==> config.mk <==
export PLATFORM = sky130hd
export DESIGN_NAME = quoted_numeral_byte_parser
export DESIGN_NICKNAME = d
export VERILOG_FILES = /design/src/qnbp_pkg.sv /design/src/quoted_numeral_byte_parser.sv /design/src/qnbp_step.sv
export VERILOG_INCLUDE_DIRS = /design/src /design/src/src
export SDC_FILE = /design/constraint.sdc
export NUM_CORES = 1
export LEC_CHECK = 0
export ABC_CLOCK_PERIOD_IN_PS = 6150
export BUFFER_PORTS_ARGS = -buffer_cell sky130_fd_sc_hd__buf_2
export CAP_MARGIN = 5
export CELL_PAD_IN_SITES_DETAIL_PLACEMENT = 2
export CELL_PAD_IN_SITES_GLOBAL_PLACEMENT = 2
export CORE_ASPECT_RATIO = 1.25
export CORE_MARGIN = 2
export CORE_UTILIZATION = 41
export CTS_BUF_LIST = sky130_fd_sc_hd__clkbuf_4 sky130_fd_sc_hd__clkbuf_8 sky130_fd_sc_hd__clkbuf_16
export DETAILED_ROUTE_END_ITERATION = 8
export PLACE_DENSITY = 0.93
export SLEW_MARGIN = 15
export SYNTH_ARGS = -nofsm -noshare
export SYNTH_HDL_FRONTEND = slang
export SYNTH_SLANG_ARGS = --single-unit
==> constraint.sdc <==
create_clock -name clk_i -period 6.15 [get_ports clk_i]
set_input_delay 1.23 -clock clk_i [delete_from_list [all_inputs] [get_ports clk_i]]
set_output_delay 1.23 -clock clk_i [all_outputs]
set_load 0.01 [all_outputs]
==> src/quoted_numeral_byte_parser_macros.svh <==
// Assertion macros shared by the quoted numeral byte parser RTL.
// Expects clk_i and rst_ni in the scope where a macro is used.
`ifndef QUOTED_NUMERAL_BYTE_PARSER_MACROS_SVH
`define QUOTED_NUMERAL_BYTE_PARSER_MACROS_SVH

// Same-cycle implication, checked out of reset.
`define QNBP_ASSERT(lbl, pre, post, msg) \
  lbl: assert property (@(posedge clk_i) disable iff (!rst_ni) (pre) |-> (post)) \
    else $error(msg);

// Next-cycle implication, checked out of reset.
`define QNBP_ASSERT_NEXT(lbl, pre, post, msg) \
  lbl: assert property (@(posedge clk_i) disable iff (!rst_ni) (pre) |=> (post)) \
    else $error(msg);

`endif

==> src/qnbp_pkg.sv <==
// Package for the quoted numeral byte parser: item types, parser state, codes.
// No dependencies.
package qnbp_pkg;

  localparam logic [7:0] QUOTE_CHAR = 8'h27;
  localparam logic [7:0] CHAR_SPACE = 8'h20;
  localparam logic [7:0] CHAR_TAB   = 8'h09;
  localparam logic [7:0] CHAR_CR    = 8'h0D;
  localparam logic [7:0] CHAR_PLUS  = 8'h2B;
  localparam logic [7:0] CHAR_MINUS = 8'h2D;
  localparam logic [7:0] CHAR_ZERO  = 8'h30;
  localparam logic [7:0] CHAR_NINE  = 8'h39;
  localparam logic [7:0] CHAR_LOW_X = 8'h78;
  localparam logic [7:0] CHAR_UP_X  = 8'h58;
  localparam logic [4:0] NO_DIGIT   = 5'd16;

  typedef enum logic [2:0] {
    PH_IDLE   = 3'd0,
    PH_SIGN   = 3'd1,
    PH_ZERO   = 3'd2,
    PH_HEXPFX = 3'd3,
    PH_DEC    = 3'd4,
    PH_OCT    = 3'd5,
    PH_HEX    = 3'd6
  } phase_e;

  typedef struct packed {
    logic        literal_mode;
    phase_e      phase;
    logic        negative_sign;
    logic [63:0] accumulator;
    logic        overflowed;
    logic        error_seen;
  } parse_state_t;

  localparam parse_state_t STATE_RESET = '{
    literal_mode:  1'b0,
    phase:         PH_IDLE,
    negative_sign: 1'b0,
    accumulator:   64'd0,
    overflowed:    1'b0,
    error_seen:    1'b0
  };

  typedef struct packed {
    logic [7:0] char_in;
    logic       end_of_text;
  } in_item_t;

  typedef struct packed {
    logic [7:0] byte_out;
    logic       byte_valid;
    logic       done_res;
    logic       parse_error;
  } out_item_t;

  // Digit value in base 16, or NO_DIGIT for anything else.
  function automatic logic [4:0] digit_of(input logic [7:0] c);
    logic [4:0] d;
    d = NO_DIGIT;
    if (c >= 8'h30 && c <= 8'h39) begin
      d = 5'(c - 8'h30);
    end else if (c >= 8'h61 && c <= 8'h66) begin
      d = 5'(c - 8'h57);
    end else if (c >= 8'h41 && c <= 8'h46) begin
      d = 5'(c - 8'h37);
    end
    return d;
  endfunction

endpackage

==> src/quoted_numeral_byte_parser.sv <==
// Top level of the quoted numeral byte parser: input register, parse step, result register.
// Depends on qnbp_pkg, qnbp_step and quoted_numeral_byte_parser_macros.svh.
//
// Takes one character per item and produces at most one byte result per item;
// the end item always gives one result marked done, carrying the error flag.
// Throughput is one item per cycle while results are taken. An item accepted
// at one edge is parsed from the input register in the next cycle; its
// result is captured in the result register and offered on the output. The
// per-character step is one pass through the parse logic, whose longest path
// is the 68-bit multiply-by-ten-and-add of a decimal digit. An item waiting in
// the input register, even one that yields nothing, is held while an untaken
// result sits in the result register; ready drops only while both registers
// are occupied and the result is not taken.
`include "quoted_numeral_byte_parser_macros.svh"

module quoted_numeral_byte_parser (
  input  logic                clk_i,
  input  logic                rst_ni,
  input  logic                in_valid_i,
  output logic                in_ready_o,
  input  qnbp_pkg::in_item_t  in_item_i,
  output logic                out_valid_o,
  input  logic                out_ready_i,
  output qnbp_pkg::out_item_t out_item_o
);

  logic                   in_valid_q;
  qnbp_pkg::in_item_t     in_q;
  qnbp_pkg::parse_state_t st_q, st_d;
  logic                   out_valid_q;
  qnbp_pkg::out_item_t    out_q;
  logic                   res_valid;
  qnbp_pkg::out_item_t    res;
  logic                   advance;
  logic                   fire;

  // Advance when the result register is free or being drained.
  assign advance    = !out_valid_q || out_ready_i;
  assign in_ready_o = !in_valid_q || advance;
  assign fire       = in_valid_q && advance;

  qnbp_step u_step (
    .st_i        (st_q),
    .item_i      (in_q),
    .st_o        (st_d),
    .res_valid_o (res_valid),
    .res_o       (res)
  );

  // Control state and parser state.
  always_ff @(posedge clk_i or negedge rst_ni) begin
    if (!rst_ni) begin
      in_valid_q  <= 1'b0;
      out_valid_q <= 1'b0;
      st_q        <= qnbp_pkg::STATE_RESET;
    end else begin
      if (in_ready_o) in_valid_q <= in_valid_i;
      if (advance) out_valid_q <= in_valid_q && res_valid;
      if (fire) st_q <= st_d;
    end
  end

  // Payload registers: capture the item and hold the result.
  always_ff @(posedge clk_i) begin
    if (in_valid_i && in_ready_o) in_q <= in_item_i;
    if (fire && res_valid) out_q <= res;
  end

  assign out_valid_o = out_valid_q;
  assign out_item_o  = out_q;

  `QNBP_ASSERT_NEXT(a_err_sticky, st_q.error_seen && !(fire && in_q.end_of_text),
                    st_q.error_seen, "error flag cleared without an end item")
  `QNBP_ASSERT_NEXT(a_end_resets, fire && in_q.end_of_text,
                    !st_q.error_seen && !st_q.literal_mode && st_q.phase == qnbp_pkg::PH_IDLE,
                    "parser state not reset after end item")
  `QNBP_ASSERT_NEXT(a_err_silent, fire && st_q.error_seen && !in_q.end_of_text,
                    !out_valid_q, "result produced while error is set")
  `QNBP_ASSERT(a_err_on_done, out_valid_q && out_q.parse_error,
               out_q.done_res && !out_q.byte_valid, "error reported off the done result")

endmodule

==> src/qnbp_step.sv <==
// Per-character parse step: next parser state and the optional result item.
// Pure combinational; uses qnbp_pkg.
module qnbp_step (
  input  qnbp_pkg::parse_state_t st_i,
  input  qnbp_pkg::in_item_t     item_i,
  output qnbp_pkg::parse_state_t st_o,
  output logic                   res_valid_o,
  output qnbp_pkg::out_item_t    res_o
);

  logic [7:0]  ch;
  logic [4:0]  dig;
  logic [67:0] dec_wide;
  logic [63:0] acc_dec, acc_oct, acc_hex;
  logic        ovf_dec, ovf_oct, ovf_hex;
  logic        end_num;
  logic [7:0]  num_byte;

  // Drop any pending numeral.
  function automatic qnbp_pkg::parse_state_t clear_num(input qnbp_pkg::parse_state_t s);
    qnbp_pkg::parse_state_t r;
    r               = s;
    r.phase         = qnbp_pkg::PH_IDLE;
    r.negative_sign = 1'b0;
    r.accumulator   = 64'd0;
    r.overflowed    = 1'b0;
    return r;
  endfunction

  // Handle a character with no numeral pending (numeral already cleared).
  function automatic qnbp_pkg::parse_state_t idle_char(input qnbp_pkg::parse_state_t s,
                                                       input logic [7:0] c);
    qnbp_pkg::parse_state_t r;
    r = s;
    if (c == qnbp_pkg::QUOTE_CHAR) begin
      r.literal_mode = 1'b1;
    end else if (c == qnbp_pkg::CHAR_SPACE ||
                 (c >= qnbp_pkg::CHAR_TAB && c <= qnbp_pkg::CHAR_CR)) begin
      r = s;
    end else if (c == qnbp_pkg::CHAR_PLUS || c == qnbp_pkg::CHAR_MINUS) begin
      r.negative_sign = (c == qnbp_pkg::CHAR_MINUS);
      r.phase         = qnbp_pkg::PH_SIGN;
    end else if (c == qnbp_pkg::CHAR_ZERO) begin
      r.phase = qnbp_pkg::PH_ZERO;
    end else if (c > qnbp_pkg::CHAR_ZERO && c <= qnbp_pkg::CHAR_NINE) begin
      r.accumulator = {56'd0, c - qnbp_pkg::CHAR_ZERO};
      r.phase       = qnbp_pkg::PH_DEC;
    end else begin
      r.error_seen = 1'b1;
    end
    return r;
  endfunction

  assign ch  = item_i.char_in;
  assign dig = qnbp_pkg::digit_of(ch);

  // Multiply-accumulate candidates for the three bases; overflow past 64 bits.
  assign dec_wide = ({4'd0, st_i.accumulator} << 3) + ({4'd0, st_i.accumulator} << 1)
                  + {63'd0, dig};
  assign ovf_dec  = |dec_wide[67:64];
  assign acc_dec  = dec_wide[63:0];
  assign ovf_oct  = |st_i.accumulator[63:61];
  assign acc_oct  = {st_i.accumulator[60:0], dig[2:0]};
  assign ovf_hex  = |st_i.accumulator[63:60];
  assign acc_hex  = {st_i.accumulator[59:0], dig[3:0]};

  // Low byte of the pending numeral; saturate on overflow, negate on minus.
  assign num_byte = st_i.overflowed    ? 8'hFF :
                    st_i.negative_sign ? 8'(8'd0 - st_i.accumulator[7:0]) :
                                         st_i.accumulator[7:0];

  // Next state and result.
  always_comb begin
    st_o        = st_i;
    res_valid_o = 1'b0;
    res_o       = '0;
    end_num     = 1'b0;
    if (item_i.end_of_text) begin
      res_valid_o    = 1'b1;
      res_o.done_res = 1'b1;
      if (!st_i.error_seen) begin
        case (st_i.phase)
          qnbp_pkg::PH_SIGN, qnbp_pkg::PH_HEXPFX: begin
            res_o.parse_error = 1'b1;
          end
          qnbp_pkg::PH_ZERO, qnbp_pkg::PH_DEC, qnbp_pkg::PH_OCT, qnbp_pkg::PH_HEX: begin
            res_o.byte_out   = num_byte;
            res_o.byte_valid = 1'b1;
          end
          default: begin
            res_o.byte_valid = 1'b0;
          end
        endcase
      end else begin
        res_o.parse_error = 1'b1;
      end
      st_o = qnbp_pkg::STATE_RESET;
    end else if (st_i.error_seen) begin
      st_o = st_i;
    end else if (st_i.literal_mode) begin
      if (ch == qnbp_pkg::QUOTE_CHAR) begin
        st_o.literal_mode = 1'b0;
      end else begin
        res_valid_o      = 1'b1;
        res_o.byte_out   = ch;
        res_o.byte_valid = 1'b1;
      end
    end else begin
      case (st_i.phase)
        qnbp_pkg::PH_SIGN: begin
          if (ch == qnbp_pkg::CHAR_ZERO) begin
            st_o.phase = qnbp_pkg::PH_ZERO;
          end else if (dig < 5'd10) begin
            st_o.accumulator = {59'd0, dig};
            st_o.phase       = qnbp_pkg::PH_DEC;
          end else begin
            st_o            = clear_num(st_i);
            st_o.error_seen = 1'b1;
          end
        end
        qnbp_pkg::PH_HEXPFX: begin
          if (dig != qnbp_pkg::NO_DIGIT) begin
            st_o.accumulator = {59'd0, dig};
            st_o.phase       = qnbp_pkg::PH_HEX;
          end else begin
            st_o            = clear_num(st_i);
            st_o.error_seen = 1'b1;
          end
        end
        qnbp_pkg::PH_ZERO: begin
          if (ch == qnbp_pkg::CHAR_LOW_X || ch == qnbp_pkg::CHAR_UP_X) begin
            st_o.phase = qnbp_pkg::PH_HEXPFX;
          end else if (dig < 5'd8) begin
            st_o.accumulator = {59'd0, dig};
            st_o.phase       = qnbp_pkg::PH_OCT;
          end else begin
            end_num = 1'b1;
          end
        end
        qnbp_pkg::PH_DEC: begin
          if (dig < 5'd10) begin
            if (!st_i.overflowed) begin
              if (ovf_dec) st_o.overflowed = 1'b1;
              else st_o.accumulator = acc_dec;
            end
          end else begin
            end_num = 1'b1;
          end
        end
        qnbp_pkg::PH_OCT: begin
          if (dig < 5'd8) begin
            if (!st_i.overflowed) begin
              if (ovf_oct) st_o.overflowed = 1'b1;
              else st_o.accumulator = acc_oct;
            end
          end else begin
            end_num = 1'b1;
          end
        end
        qnbp_pkg::PH_HEX: begin
          if (dig != qnbp_pkg::NO_DIGIT) begin
            if (!st_i.overflowed) begin
              if (ovf_hex) st_o.overflowed = 1'b1;
              else st_o.accumulator = acc_hex;
            end
          end else begin
            end_num = 1'b1;
          end
        end
        default: begin
          st_o = idle_char(clear_num(st_i), ch);
        end
      endcase
      // Emit the finished numeral, then treat the character afresh.
      if (end_num) begin
        res_valid_o      = 1'b1;
        res_o.byte_out   = num_byte;
        res_o.byte_valid = 1'b1;
        st_o             = idle_char(clear_num(st_i), ch);
      end
    end
  end

endmodule
==> impl_metrics.toml <==
[routing]
drtPass1Iterations = 8
via_count = 11399
drc = 0
drt_wl_total_um = 46700
wl_per_cell_um = 29.0
vias_per_cell = 7.07
ant_nets = 0
dr.first_iter.drc_count = 1051

[die]
die_h_um = 188
core.rowCount = 67
die_x_um = 151
die-area_um2 = 28300
ios = 26
core_area_um2 = 26700
start_util_pct = 41.5

[layout]
antenna_cells = 0
synthToLayoutAreaGrowth_pct = 7.05
final_cell_mix = "ha_1 (138), nor2_1 (130), nand2_1 (101)"
final_common_cell = "ha_1"
utilization_pct = 44.5
drive_gt1_share_pct = 13.0
layout.nets = 1415

[place]
io_buffer_count = 25
place.gp.congestion = 0.911
dp_hpwl_um = 32500
place_ws_ns = -0.0883

[worst_setup_path]
cp_top_family = "compound AO/OA/AOI/OAI gates"
path_class = "reg2reg"
worst-endpoint-arrival_ns = 6.38
critPathBufInv = 6
crit_fanout = 18
worstPathRequired_ns = 6.41
crit_top_cell = "inv_1"
worstSetupEndpointType = "register"
worst_setup_path_start_kind = "register"
cpMaxStageDelayCell = "fa_1"
critical_path.cell_chain = "inv_1 -> ha_1 -> inv_1 -> o41ai_2 -> nand2_1 -> a22o_4 -> a22o_1 -> inv_1 -> fa_1 -> ha_1 -> o21ai_1 -> nor4_2 -> nor3_1 -> o211ai_1 -> buf_4 -> a31oi_2 -> nor3_1 -> a21oi_1 -> o211a_1 -> nor4_4 -> nor3_4 -> buf_4 -> clkbuf_16 -> mux2_4"
crit_path_max_incr_delay_ns = 0.47

[sta]
drv_slew = 0
worst_pin_slew_ns = 1.34
maxSlewHeadroom_pct = 9.75
period_needed_ns = 6.13
fin_crit_sh_pct = 99.6
skew_ns = 0.0164
final_hold_viol_count = 0
final-setup-viol-count = 0
fin_ws_ns = 0.0242
hold_slack_ns = 0.613
fmax_mhz = 163

[global_routing]
antenna_found_initial = 0
grt.total_usage_pct = 31.5
grt_start_max_net_pins = 74
grt_pass1_vias = 12403
grt_pass1_wl_um = 70400
grt.overflow.total = 0

[power_and_ir_drop]
seq_power_share_pct = 40.0
p_total_mw = 1.71
p_int_mw = 1.12
p_switching_uw = 588
switching_share_pct = 34.4
p_clk_share_pct = 37.6
p_per_area_nw_per_um2 = 144
combPwrFrac_pct = 22.3
vdd_drop_max_uv = 128
power.leakage_nw = 5.54

[synth]
synth_cells = 1289
synth_edf_count = 20
synth_seq_cells = 93
synth.distinct_cells = 87
synth_area_per_cell_um2 = 8.59
ys.flop_type = "dfrtp_1"
synth_fp_nets = 1442
synth.yosys.seq_area_share_pct = 21.9
synth_area_leader_cell = "dfrtp_1"
postSynth.asyncResetShare_pct = 78.5
synth_area_um2 = 11100
synth_area_leaders = "dfrtp_1 (17%), ha_1 (16%), mux2_4 (7.7%)"
ys_warn_count = 0
synth_top_area_share_pct = 16.5

[run_status]
status = "complete, no violations"

[clock_tree]
clock-sinks = 93
clock_latency_ns = 0.39
cts_buffer_depth = 2
clkTransAtPathRegs_ns = 0.09
cts_buffers = 9
ctsHoldBuffers = 0
htreeDepth = 3
clockRootBuffer = "clkbuf_16"
cts_tree = "built"

[worst_hold_path]
hp-class = "reg2reg"

[run]
drv_cap = 0
-- synthesized netlist by cell type (6+ instances only) --
library cell and n:
ha_1 138, nor2_1 132, nand2_1 101, a21oi_1 93, dfrtp_1 73, clkbuf_1 68
o21ai_0 65, mux2_4 57, a222oi_1 56, xnor2_1 45, inv_1 37, a21o_1 36
nand3_1 26, nand4_1 25, nor3_1 25, xor2_1 22, edfxtp_1 20, a31oi_1 16
o21a_1 15, o21bai_1 13, nor2b_1 11, o31ai_1 10, nand2b_1 9, or3_1 9
a211oi_1 8, mux2i_1 8, nor4_1 8, o211ai_1 8, o22ai_1 8, buf_6 7
a221oi_1 6, a22oi_1 6, and2_1 6, nand3b_1 6, or2_2 6
-- sequential cells by signal, indices dropped and copies added (netlist names) --
name,count
in_q,9
in_valid_q,1
out_item_o,11
out_valid_o,1
st_q,71
-- final cells by class --
| cell class | count | area [um^2] |
|---|---|---|
| multi-input combinational | 1072 | 8200 |
| clock buffer | 9 | 225 |
| sequential | 93 | 2430 |
| fill | 2930 | 14800 |
| timing repair buffer | 49 | 342 |
| tap | 345 | 432 |
| clock inverter | 7 | 90.1 |
| inverter | 37 | 139 |
-- tightest hold or removal path: stages, from the launching register on --
cell	delay, ns
dfrtp_1	0.39
o21ai_0	0.10
nand2_1	0.09
-- per-stage QoR --
step           cell area, um^2  TNS (ns)  std cells
6_report                 11900         0       1612
4_1_cts                  11700         0       1607
3_3_place_gp             11400         0       1591
5_1_grt                  11900    -10.27       1612
2_1_floorplan            11100         0       1289
3_5_place_dp             11400     -1.40       1591
-- per-layer routing --
metal	global-route usage (%)	vias up	wire (um)
met5	0	-	0
met4	17.2	0	3080
met3	5.04	230	2450
met2	56.8	528	23900
met1	34.8	5779	17300
li1	-	4862	-
-- worst paths after layout --
kind | to | cells past startpoint | slack, ns | startpoint
hold reg to reg | out_valid_o$_DFFE_PN0P_ | 2 | 0.61 | in_valid_q$_DFFE_PN0N_
hold / removal | out_valid_o$_DFFE_PN0P_ | 2 | 0.61 | in_valid_q$_DFFE_PN0N_
setup / recovery | st_q[36]$_DFFE_PN0P_ | 24 | 0.02 | in_q[2]$_DFFE_PP_
setup reg to reg | st_q[36]$_DFFE_PN0P_ | 24 | 0.02 | in_q[2]$_DFFE_PP_
max in group asynchronous | st_q[50]$_DFFE_PN0P_ | 1 | 4.35 | rst_ni
min in group asynchronous | st_q[43]$_DFFE_PN0P_ | 1 | 1.02 | rst_ni
-- power by group through the flow --
| stage | sequential [mW] | clock, mW | combinational (mW) |
|---|---|---|---|
| after global placement | 0.690 | 0 | 0.317 |
| after global routing | 0.687 | 0.665 | 0.400 |
| after CTS | 0.683 | 0.645 | 0.346 |
| after floorplan | 0.683 | 0 | 0.257 |
| after detailed placement | 0.695 | 0 | 0.338 |
| final | 0.684 | 0.643 | 0.382 |
-- cells by family after synthesis --
logic type / after synthesis / share of synthesized area, %
buffers and inverters: 124 / 4.86
AND/OR/NAND/NOR: 385 / 16.4
multiplexers: 70 / 8.96
adder cells (fa/ha/maj): 140 / 16.0
AO/OA/AOI/OAI: 410 / 26.6
flip-flops: 93 / 21.9
XOR/XNOR: 67 / 5.30
-- repair_timing --
item                                    CTS  global route
pin swaps                                 0             3
gates resized for setup                   3            21
setup buffers                             0             4
endpoints found under the setup margin   48            64
gates cloned                              0             1
Note: power is estimated with default switching activity, not from simulation.
